`src/design/autoseg_pkg.sv`:
```
package autoseg_pkg;

   localparam int VALUE_W = 24;
   localparam logic [VALUE_W-1:0] VALUE_MAX = 24'd9999999;

   // upper bounds of each decimal point range, a value on the bound takes the finer range
   localparam logic [VALUE_W-1:0] POINT_LIMIT_3 = 24'd9900;
   localparam logic [VALUE_W-1:0] POINT_LIMIT_2 = 24'd99900;
   localparam logic [VALUE_W-1:0] POINT_LIMIT_1 = 24'd999900;

   typedef logic [1:0] point_type;
   localparam point_type POINT_DIGIT0 = 2'd0;
   localparam point_type POINT_DIGIT1 = 2'd1;
   localparam point_type POINT_DIGIT2 = 2'd2;
   localparam point_type POINT_DIGIT3 = 2'd3;

   // reciprocals for exact truncating division of any 24-bit value
   localparam int MULT_W = 25;
   localparam int PROD_W = VALUE_W + MULT_W;
   localparam logic [MULT_W-1:0] RECIP_ONE      = 25'd1;
   localparam logic [MULT_W-1:0] RECIP_TEN      = 25'd26843546;  // 2^28 / 10
   localparam logic [MULT_W-1:0] RECIP_HUNDRED  = 25'd21474837;  // 2^31 / 100
   localparam logic [MULT_W-1:0] RECIP_THOUSAND = 25'd17179870;  // 2^34 / 1000

   // scaled value never exceeds 9999
   localparam int SCALED_W     = 14;
   localparam int SMALL_MULT_W = 15;
   localparam int SMALL_PROD_W = SCALED_W + SMALL_MULT_W;
   localparam logic [SMALL_MULT_W-1:0] DIV10_MULT   = 15'd26215;  // 2^18 / 10
   localparam logic [SMALL_MULT_W-1:0] DIV100_MULT  = 15'd20972;  // 2^21 / 100
   localparam logic [SMALL_MULT_W-1:0] DIV1000_MULT = 15'd16778;  // 2^24 / 1000

   localparam int SEG_W = 8;
   localparam int SEG_POINT_BIT = 7;
   localparam logic [SEG_W-1:0] SEG_BLANK = 8'hFF;

   typedef struct packed {
      logic [PROD_W-1:0] product;
      point_type         point;
   } range_word_type;

   function automatic logic [MULT_W-1:0] recip_mult(input point_type point);
      logic [MULT_W-1:0] m;
      unique case (point)
         POINT_DIGIT3: m = RECIP_ONE;
         POINT_DIGIT2: m = RECIP_TEN;
         POINT_DIGIT1: m = RECIP_HUNDRED;
         default:      m = RECIP_THOUSAND;
      endcase
      return m;
   endfunction

   function automatic logic [SEG_W-1:0] seg_code(input logic [3:0] digit);
      logic [SEG_W-1:0] s;
      unique case (digit)
         4'd0:    s = 8'hC0;
         4'd1:    s = 8'hF9;
         4'd2:    s = 8'hA4;
         4'd3:    s = 8'hB0;
         4'd4:    s = 8'h99;
         4'd5:    s = 8'h92;
         4'd6:    s = 8'h82;
         4'd7:    s = 8'hF8;
         4'd8:    s = 8'h80;
         4'd9:    s = 8'h90;
         default: s = SEG_BLANK;
      endcase
      return s;
   endfunction

endpackage

```
`src/design/autoseg_range.sv`:
```
module autoseg_range (
   input  logic                                clock,
   input  logic                                reset,
   input  logic                                in_valid,
   output logic                                in_ready,
   input  logic [autoseg_pkg::VALUE_W-1:0]     in_value,
   output logic                                out_valid,
   input  logic                                out_ready,
   output autoseg_pkg::range_word_type         out_word
);
   import autoseg_pkg::*;

   logic                 a_valid_ff;
   logic [VALUE_W-1:0]   value_ff;
   logic [VALUE_W-1:0]   value_in;
   point_type            point_a_ff;
   point_type            point_a_in;
   logic                 b_valid_ff;
   logic [PROD_W-1:0]    product_ff;
   logic [PROD_W-1:0]    product_in;
   point_type            point_b_ff;
   logic                 a_adv;
   logic                 b_adv;

   assign b_adv    = !b_valid_ff || out_ready;
   assign a_adv    = !a_valid_ff || b_adv;
   assign in_ready = a_adv;

   always_comb begin
      value_in = (in_value > VALUE_MAX) ? VALUE_MAX : in_value;
      if (value_in <= POINT_LIMIT_3) begin
         point_a_in = POINT_DIGIT3;
      end else if (value_in <= POINT_LIMIT_2) begin
         point_a_in = POINT_DIGIT2;
      end else if (value_in <= POINT_LIMIT_1) begin
         point_a_in = POINT_DIGIT1;
      end else begin
         point_a_in = POINT_DIGIT0;
      end
   end

   // divide by 10^(3-point) as multiply by reciprocal, shift happens downstream
   assign product_in = PROD_W'(value_ff) * PROD_W'(recip_mult(point_a_ff));

   always_ff @(posedge clock) begin
      if (reset) begin
         a_valid_ff <= 1'b0;
         b_valid_ff <= 1'b0;
      end else begin
         if (a_adv) begin
            a_valid_ff <= in_valid;
         end
         if (b_adv) begin
            b_valid_ff <= a_valid_ff;
         end
      end
   end

   always_ff @(posedge clock) begin
      if (a_adv) begin
         value_ff   <= value_in;
         point_a_ff <= point_a_in;
      end
      if (b_adv) begin
         product_ff <= product_in;
         point_b_ff <= point_a_ff;
      end
   end

   assign out_valid        = b_valid_ff;
   assign out_word.product = product_ff;
   assign out_word.point   = point_b_ff;

endmodule

```
`src/design/autoseg_digits.sv`:
```
module autoseg_digits #(
   parameter int DIGIT_COUNT = 4
) (
   input  logic                                             clock,
   input  logic                                             reset,
   input  logic                                             in_valid,
   output logic                                             in_ready,
   input  autoseg_pkg::range_word_type                      in_word,
   output logic                                             out_valid,
   input  logic                                             out_ready,
   output logic [DIGIT_COUNT-1:0][autoseg_pkg::SEG_W-1:0]   out_frames
);
   import autoseg_pkg::*;

   logic                                c_valid_ff;
   logic [SCALED_W-1:0]                 scaled_ff;
   logic [SCALED_W-1:0]                 scaled_in;
   logic [SMALL_PROD_W-1:0]             p10_ff;
   logic [SMALL_PROD_W-1:0]             p100_ff;
   logic [SMALL_PROD_W-1:0]             p1000_ff;
   point_type                           point_c_ff;
   logic                                d_valid_ff;
   logic [DIGIT_COUNT-1:0][SEG_W-1:0]   frames_ff;
   logic [DIGIT_COUNT-1:0][SEG_W-1:0]   frames_in;
   logic [10:0]                         q10;
   logic [7:0]                          q100;
   logic [4:0]                          q1000;
   logic [SCALED_W-1:0]                 rem0;
   logic [10:0]                         rem1;
   logic [7:0]                          rem2;
   logic [3:0]                          digit [4];
   logic                                c_adv;
   logic                                d_adv;

   assign d_adv    = !d_valid_ff || out_ready;
   assign c_adv    = !c_valid_ff || d_adv;
   assign in_ready = c_adv;

   // apply the reciprocal shift for the chosen point
   always_comb begin
      unique case (in_word.point)
         POINT_DIGIT3: scaled_in = in_word.product[13:0];
         POINT_DIGIT2: scaled_in = in_word.product[41:28];
         POINT_DIGIT1: scaled_in = in_word.product[44:31];
         default:      scaled_in = in_word.product[47:34];
      endcase
   end

   // split into decimal digits, each remainder from the next quotient up
   always_comb begin
      q10   = p10_ff[28:18];
      q100  = p100_ff[28:21];
      q1000 = p1000_ff[28:24];
      rem0  = scaled_ff - (SCALED_W'(q10) * SCALED_W'(10));
      rem1  = q10 - (11'(q100) * 11'd10);
      rem2  = q100 - (8'(q1000) * 8'd10);
      digit[0] = rem0[3:0];
      digit[1] = rem1[3:0];
      digit[2] = rem2[3:0];
      digit[3] = q1000[3:0];
      for (int i = 0; i < DIGIT_COUNT; i++) begin
         frames_in[i] = (i < 4) ? seg_code(digit[i]) : seg_code(4'd0);
         if (i == int'(point_c_ff)) begin
            frames_in[i][SEG_POINT_BIT] = 1'b0;
         end
      end
   end

   always_ff @(posedge clock) begin
      if (reset) begin
         c_valid_ff <= 1'b0;
         d_valid_ff <= 1'b0;
      end else begin
         if (c_adv) begin
            c_valid_ff <= in_valid;
         end
         if (d_adv) begin
            d_valid_ff <= c_valid_ff;
         end
      end
   end

   always_ff @(posedge clock) begin
      if (c_adv) begin
         scaled_ff  <= scaled_in;
         p10_ff     <= SMALL_PROD_W'(scaled_in) * SMALL_PROD_W'(DIV10_MULT);
         p100_ff    <= SMALL_PROD_W'(scaled_in) * SMALL_PROD_W'(DIV100_MULT);
         p1000_ff   <= SMALL_PROD_W'(scaled_in) * SMALL_PROD_W'(DIV1000_MULT);
         point_c_ff <= in_word.point;
      end
      if (d_adv) begin
         frames_ff <= frames_in;
      end
   end

   assign out_valid  = d_valid_ff;
   assign out_frames = frames_ff;

endmodule

```
`src/design/autoseg_frames.sv`:
```
module autoseg_frames #(
   parameter int DIGIT_COUNT = 4
) (
   input  logic                                             clock,
   input  logic                                             reset,
   input  logic                                             in_valid,
   output logic                                             in_ready,
   input  logic [DIGIT_COUNT-1:0][autoseg_pkg::SEG_W-1:0]   in_frames,
   output logic                                             out_valid,
   input  logic                                             out_ready,
   output logic [autoseg_pkg::SEG_W-1:0]                    out_segments,
   output logic [1:0]                                       out_position,
   output logic                                             out_last
);
   import autoseg_pkg::*;

   localparam int CNT_W = $clog2(DIGIT_COUNT + 1);

   logic [DIGIT_COUNT-1:0][SEG_W-1:0]   frame_store_ff;
   logic [CNT_W-1:0]                    count_ff;
   logic [1:0]                          frame_index_ff;
   logic                                valid_ff;
   logic                                last;
   logic                                take;
   logic                                load;

   assign last     = (count_ff == CNT_W'(DIGIT_COUNT - 1));
   assign take     = valid_ff && out_ready;
   assign load     = !valid_ff || (out_ready && last);
   assign in_ready = load;

   always_ff @(posedge clock) begin
      if (reset) begin
         valid_ff       <= 1'b0;
         count_ff       <= '0;
         frame_index_ff <= '0;
      end else if (load) begin
         valid_ff       <= in_valid;
         count_ff       <= '0;
         frame_index_ff <= '0;
      end else if (take) begin
         count_ff       <= count_ff + CNT_W'(1);
         frame_index_ff <= frame_index_ff + 2'd1;
      end
   end

   // advance the store one word per delivered frame
   always_ff @(posedge clock) begin
      if (load) begin
         frame_store_ff <= in_frames;
      end else if (take) begin
         frame_store_ff <= frame_store_ff >> SEG_W;
      end
   end

   assign out_valid    = valid_ff;
   assign out_segments = frame_store_ff[0];
   assign out_position = frame_index_ff;
   assign out_last     = last;

endmodule

```
`src/design/autorange_seven_segment_display.sv`:
```
// channel  direction  handshake              payload
// req      in         req_valid/req_ready    req_value_milli
// rsp      out        rsp_valid/rsp_ready    rsp_segments, rsp_digit_position, rsp_last_digit
//
// Each value yields DIGIT_COUNT words, one per cycle unless rsp stalls; the frame serializer
// at the rsp port takes a new value only as the last word of the one before is taken.
// After a value is accepted, its first word passes three more pipeline stages plus
// the serializer register. Synchronous reset clears all valid bits and counters.
// A stall on rsp holds every stage that is full; empty stages keep filling.
module autorange_seven_segment_display #(
   parameter int DIGIT_COUNT = 4
) (
   input  logic                                clock,
   input  logic                                reset,
   input  logic                                req_valid,
   output logic                                req_ready,
   input  logic [autoseg_pkg::VALUE_W-1:0]     req_value_milli,
   output logic                                rsp_valid,
   input  logic                                rsp_ready,
   output logic [autoseg_pkg::SEG_W-1:0]       rsp_segments,
   output logic [1:0]                          rsp_digit_position,
   output logic                                rsp_last_digit
);
   import autoseg_pkg::*;

   range_word_type                      range_word;
   logic                                range_valid;
   logic                                range_ready;
   logic [DIGIT_COUNT-1:0][SEG_W-1:0]   frames;
   logic                                frames_valid;
   logic                                frames_ready;

   autoseg_range u_range (
      .clock     (clock),
      .reset     (reset),
      .in_valid  (req_valid),
      .in_ready  (req_ready),
      .in_value  (req_value_milli),
      .out_valid (range_valid),
      .out_ready (range_ready),
      .out_word  (range_word)
   );

   autoseg_digits #(
      .DIGIT_COUNT (DIGIT_COUNT)
   ) u_digits (
      .clock      (clock),
      .reset      (reset),
      .in_valid   (range_valid),
      .in_ready   (range_ready),
      .in_word    (range_word),
      .out_valid  (frames_valid),
      .out_ready  (frames_ready),
      .out_frames (frames)
   );

   autoseg_frames #(
      .DIGIT_COUNT (DIGIT_COUNT)
   ) u_frames (
      .clock        (clock),
      .reset        (reset),
      .in_valid     (frames_valid),
      .in_ready     (frames_ready),
      .in_frames    (frames),
      .out_valid    (rsp_valid),
      .out_ready    (rsp_ready),
      .out_segments (rsp_segments),
      .out_position (rsp_digit_position),
      .out_last     (rsp_last_digit)
   );

endmodule

```
`config.mk`:
```
export PLATFORM = sky130hd
export DESIGN_NAME = autorange_seven_segment_display
export DESIGN_NICKNAME = d
export VERILOG_FILES = /design/src/design/autoseg_pkg.sv /design/src/design/autoseg_range.sv /design/src/design/autoseg_digits.sv /design/src/design/autoseg_frames.sv /design/src/design/autorange_seven_segment_display.sv
export SDC_FILE = /design/constraint.sdc
export NUM_CORES = 2
export LEC_CHECK = 0
export ABC_AREA = 1
export BUFFER_PORTS_ARGS = -buffer_cell sky130_fd_sc_hd__buf_2
export CAP_MARGIN = 10
export CELL_PAD_IN_SITES_DETAIL_PLACEMENT = 2
export CELL_PAD_IN_SITES_GLOBAL_PLACEMENT = 2
export CORE_MARGIN = 2
export CORE_UTILIZATION = 42
export DETAILED_ROUTE_END_ITERATION = 10
export PLACE_DENSITY = 0.91
export SLEW_MARGIN = 20
export SYNTH_ARGS = -nofsm -noshare
export SYNTH_HDL_FRONTEND = slang
export SYNTH_HIERARCHICAL = 1
export SYNTH_SLANG_ARGS = --single-unit
```
`constraint.sdc`:
```
create_clock -name clock -period 8.3 [get_ports clock]
set_input_delay 0 -clock clock [delete_from_list [all_inputs] [get_ports clock]]
set_output_delay 0 -clock clock [all_outputs]
set_load 0.02 [all_outputs]
```
==> results of run 1 <==
## timing repair
action,in CTS
endpoints found under the setup margin,19
hold buffers,27
gates resized for setup,26
buffers inserted,1
hold endpoints to repair,32
gates cloned,0
## layer usage
metal	track usage	overflow
met1	0.593	2
met2	0.812	210
met3	0.416	5
met4	0.573	117
met5	0.147	0
## per-stage QoR
step,cells,util,TNS [ns],instance area [um2]
floorplan,3833,-,0,33300
global placement,4905,0.441,0,34700
detailed placement,4905,0.441,-1.63,34700
CTS,4965,0.454,0,35700
==> results.md, run 1 <==
* Status: aborted with a tool error
* Stopped at: global routing
* Stop err: [ERROR GRT-0116] Global routing finished with congestion. Check the congestion regions in the DRC Viewer.
* Die width at 285 um
* Site Rows at 103
* IO Count at between 40 and 50
* Global route total overflow at 334
* Starting Density at 0.422
* RD Place Congestion at between 0.9 and 1
* Num CTS Buffers at 17
* Longest Clk Path Bufs at 2
* H-tree depth at 4
* Synthesized area at 0.0333 mm2
* Hpwl dp at 136 mm
* Root buffer cell: clkbuf_16
* I/O Buffers at 40
* Ys Warns at 6
* Global-route wire length before repair at approximately 350 mm
* GRT Util Overall at 0.601
* DP Worst Slack at -0.413 ns
* Chip height at 285 um
* Largest net degree at the start of global routing at 38
* Syn Inst Count at approximately 3800
* Vias in the first global route at 41512
* Synth Area per Inst at 8.68 um2
==> run 2: changes to the inputs <==
--- a/config.mk
+++ b/config.mk
@@ -8,12 +8,10 @@
 export ABC_AREA = 1
 export BUFFER_PORTS_ARGS = -buffer_cell sky130_fd_sc_hd__buf_2
 export CAP_MARGIN = 10
-export CELL_PAD_IN_SITES_DETAIL_PLACEMENT = 2
-export CELL_PAD_IN_SITES_GLOBAL_PLACEMENT = 2
 export CORE_MARGIN = 2
-export CORE_UTILIZATION = 42
+export CORE_UTILIZATION = 40
 export DETAILED_ROUTE_END_ITERATION = 10
-export PLACE_DENSITY = 0.91
+export PLACE_DENSITY_LB_ADDON = 0.15
 export SLEW_MARGIN = 20
 export SYNTH_ARGS = -nofsm -noshare
 export SYNTH_HDL_FRONTEND = slang
==> results.md, run 2 <==
* Achievable frequency at 128 MHz
* Hold Fails Final Rpt at 0
* Worst EP required at around 8.5 ns
* Vias in the first global route at 25130
* Hpwl dp at 79.5 mm
* DP Worst Slack at about 0.63 ns
* Global-route wire length before repair at 143 mm
* Crit path capture type: flop
* ANT nets after route at 0
* Cell Area, Placed at 0.0347 mm2
* H-tree depth at 4
* Setup Buffers After CTS at 0
* RD Place Congestion at 0.942
* Max cap viols at 0
* Largest Register: u_range/product_ff
* Reg2reg end: u_range/product_ff[37]
* Synthesized area at roughly 0.033 mm2
* Site Rows at 105
* Initial antenna violation count at 0
* Net count reported at finish at 5004
* DR DRC count at 0
* WHS at 0.330 ns
* Starting Density at 0.404
* Clk Latency, worst-skew pair at 0.46 ns
* Worst Max-Slew Pin Slew at 1.11 ns
* DR iter-0 viols at 1469
* IO Count at 41
* Hold EP: u_digits/out_valid
* RSZ-0062 raised after global routing: no
* HP Class: in -> reg
* Relative slew slack at 0.259
* I/O Buffers at 40
* Skew final at 0.0140 ns
* Die width at 292 um
* Register area at between 0.004 and 0.005 mm2
* Status: finished clean
* Slack of the worst reg-to-reg path at a little over 0.5 ns
* CTS tree: yes
* Filler cells at between 8000 and 9000
* Chip height at between 200 and 300 um
* Via density at 4.72
* Root buffer cell: clkbuf_16
* Area delta synth->final at 7.20%
* Worst setup SP type: flop
* DR WL/cell at 17.8 um
* Vias at 23547
* Global route total overflow at 0
* Longest Clk Path Bufs at 2
* Die area at 0.0855 mm2
* Share of layout cells above drive strength 1 at 0.0396
* Final worst setup slack at slightly above 0.5 ns
* Fin area at 0.0356 mm2
* Worst hold path cell count at 3
* Hold Crit Start: reset
* Slew Limit Fails at 0
* Commonest non-fill, non-tap cells in the layout: inv_1, nand2_1, fa_1
* Num CTS Buffers at 17
* Synth Area per Inst at 8.68 um2
* Final period utilization at 0.938
* Ys Warns at 6
* Commonest non-fill, non-tap cell in the layout: inv_1
* Final setup fails at 0
* Minimum clock period at 7.79 ns
* Multi-input gate area at 0.0239 mm2
* Detailed Routing Iterations Pass 1 at 5
* Largest net degree at the start of global routing at 38
* CP max FO at 15
* Max FFs per register at 34
* # clock sinks at 154
* Core footprint at ~0.082 mm2
* Syn Inst Count at approximately 3800
* GRT Util Overall at 0.218
* Setup_tns at 0 ns
* RR Startpoint: u_range/point_a_ff[0]
* Reg2Reg Depth at 26
* Worst-path clk slew at around 0.080 ns
* CP arrival at about 8 ns
* Setup CP Type: reg -> reg
* Wirelength, routed at 88.9 mm
[run 2: per-stage QoR]
| step | std cells | util |
|---|---|---|
| floorplan | 3833 | - |
| global placement | 4924 | 0.422 |
| detailed placement | 4924 | 0.422 |
| CTS | 4984 | 0.433 |
| global route | 4984 | 0.433 |
| finish | 4985 | 0.433 |
[run 2: how the worst max path moves through the flow]
stage	from	endpoint	slack, ns
finish	u_range/point_a_ff[0]	u_range/product_ff[37]	0.51
floorplan	u_range/point_a_ff[0]	u_range/product_ff[44]	1.19
CTS	u_range/point_a_ff[0]	u_range/product_ff[37]	0.59
global route	u_range/point_a_ff[0]	u_range/product_ff[37]	0.16
detailed placement	u_range/point_a_ff[0]	u_range/product_ff[37]	0.63
global placement	u_range/point_a_ff[0]	u_range/product_ff[37]	0.73
[run 2: repair_timing]
item                      in CTS  in global routing
hold endpoints to repair      32                  0
resized for setup              0                  0
hold buffers                  28                  0
[run 2: final cells by class]
class | instances | share of cell area
timing repair buffer | 91 | 0.0183
sequential | 154 | 0.127
multi-input combinational | 2412 | 0.671
tap | 1070 | 0.0376
clock inverter | 15 | 0.00569
antenna | 1 | 0.0000702
clock buffer | 17 | 0.0119
inverter | 1225 | 0.129
[run 2: worst max-delay path, stage by stage (launching register included)]
cell and delay (ns):
edfxtp_1 0.43, inv_1 0.15, ha_1 0.49, buf_4 0.33, nand2_1 0.12, inv_1 0.25, fa_1 0.49, fa_1 0.50
fa_1 0.53, fa_1 0.52, inv_1 0.05, fa_1 0.48, inv_1 0.06, fa_1 0.54, inv_1 0.06, fa_1 0.60
inv_1 0.07, ha_1 0.33, nand2_1 0.11, nor2_1 0.12, inv_1 0.08, nor4_1 0.63, a21oi_1 0.20, o21bai_2 0.19
nand2_1 0.09, nand3_1 0.08, nand2_1 0.05
[run 2: per-layer routing]
layer  vias up  share of wire  GRT usage
li1      11545              -          -
met1     11498           0.47      0.310
met2       442           0.47      0.360
met3        62          0.046     0.0338
met4         0          0.013     0.0334
met5         -              0          0
Power of run 2 is not shown: default switching activity piles up to over one toggle a cycle in this logic, so the estimate is an artifact.
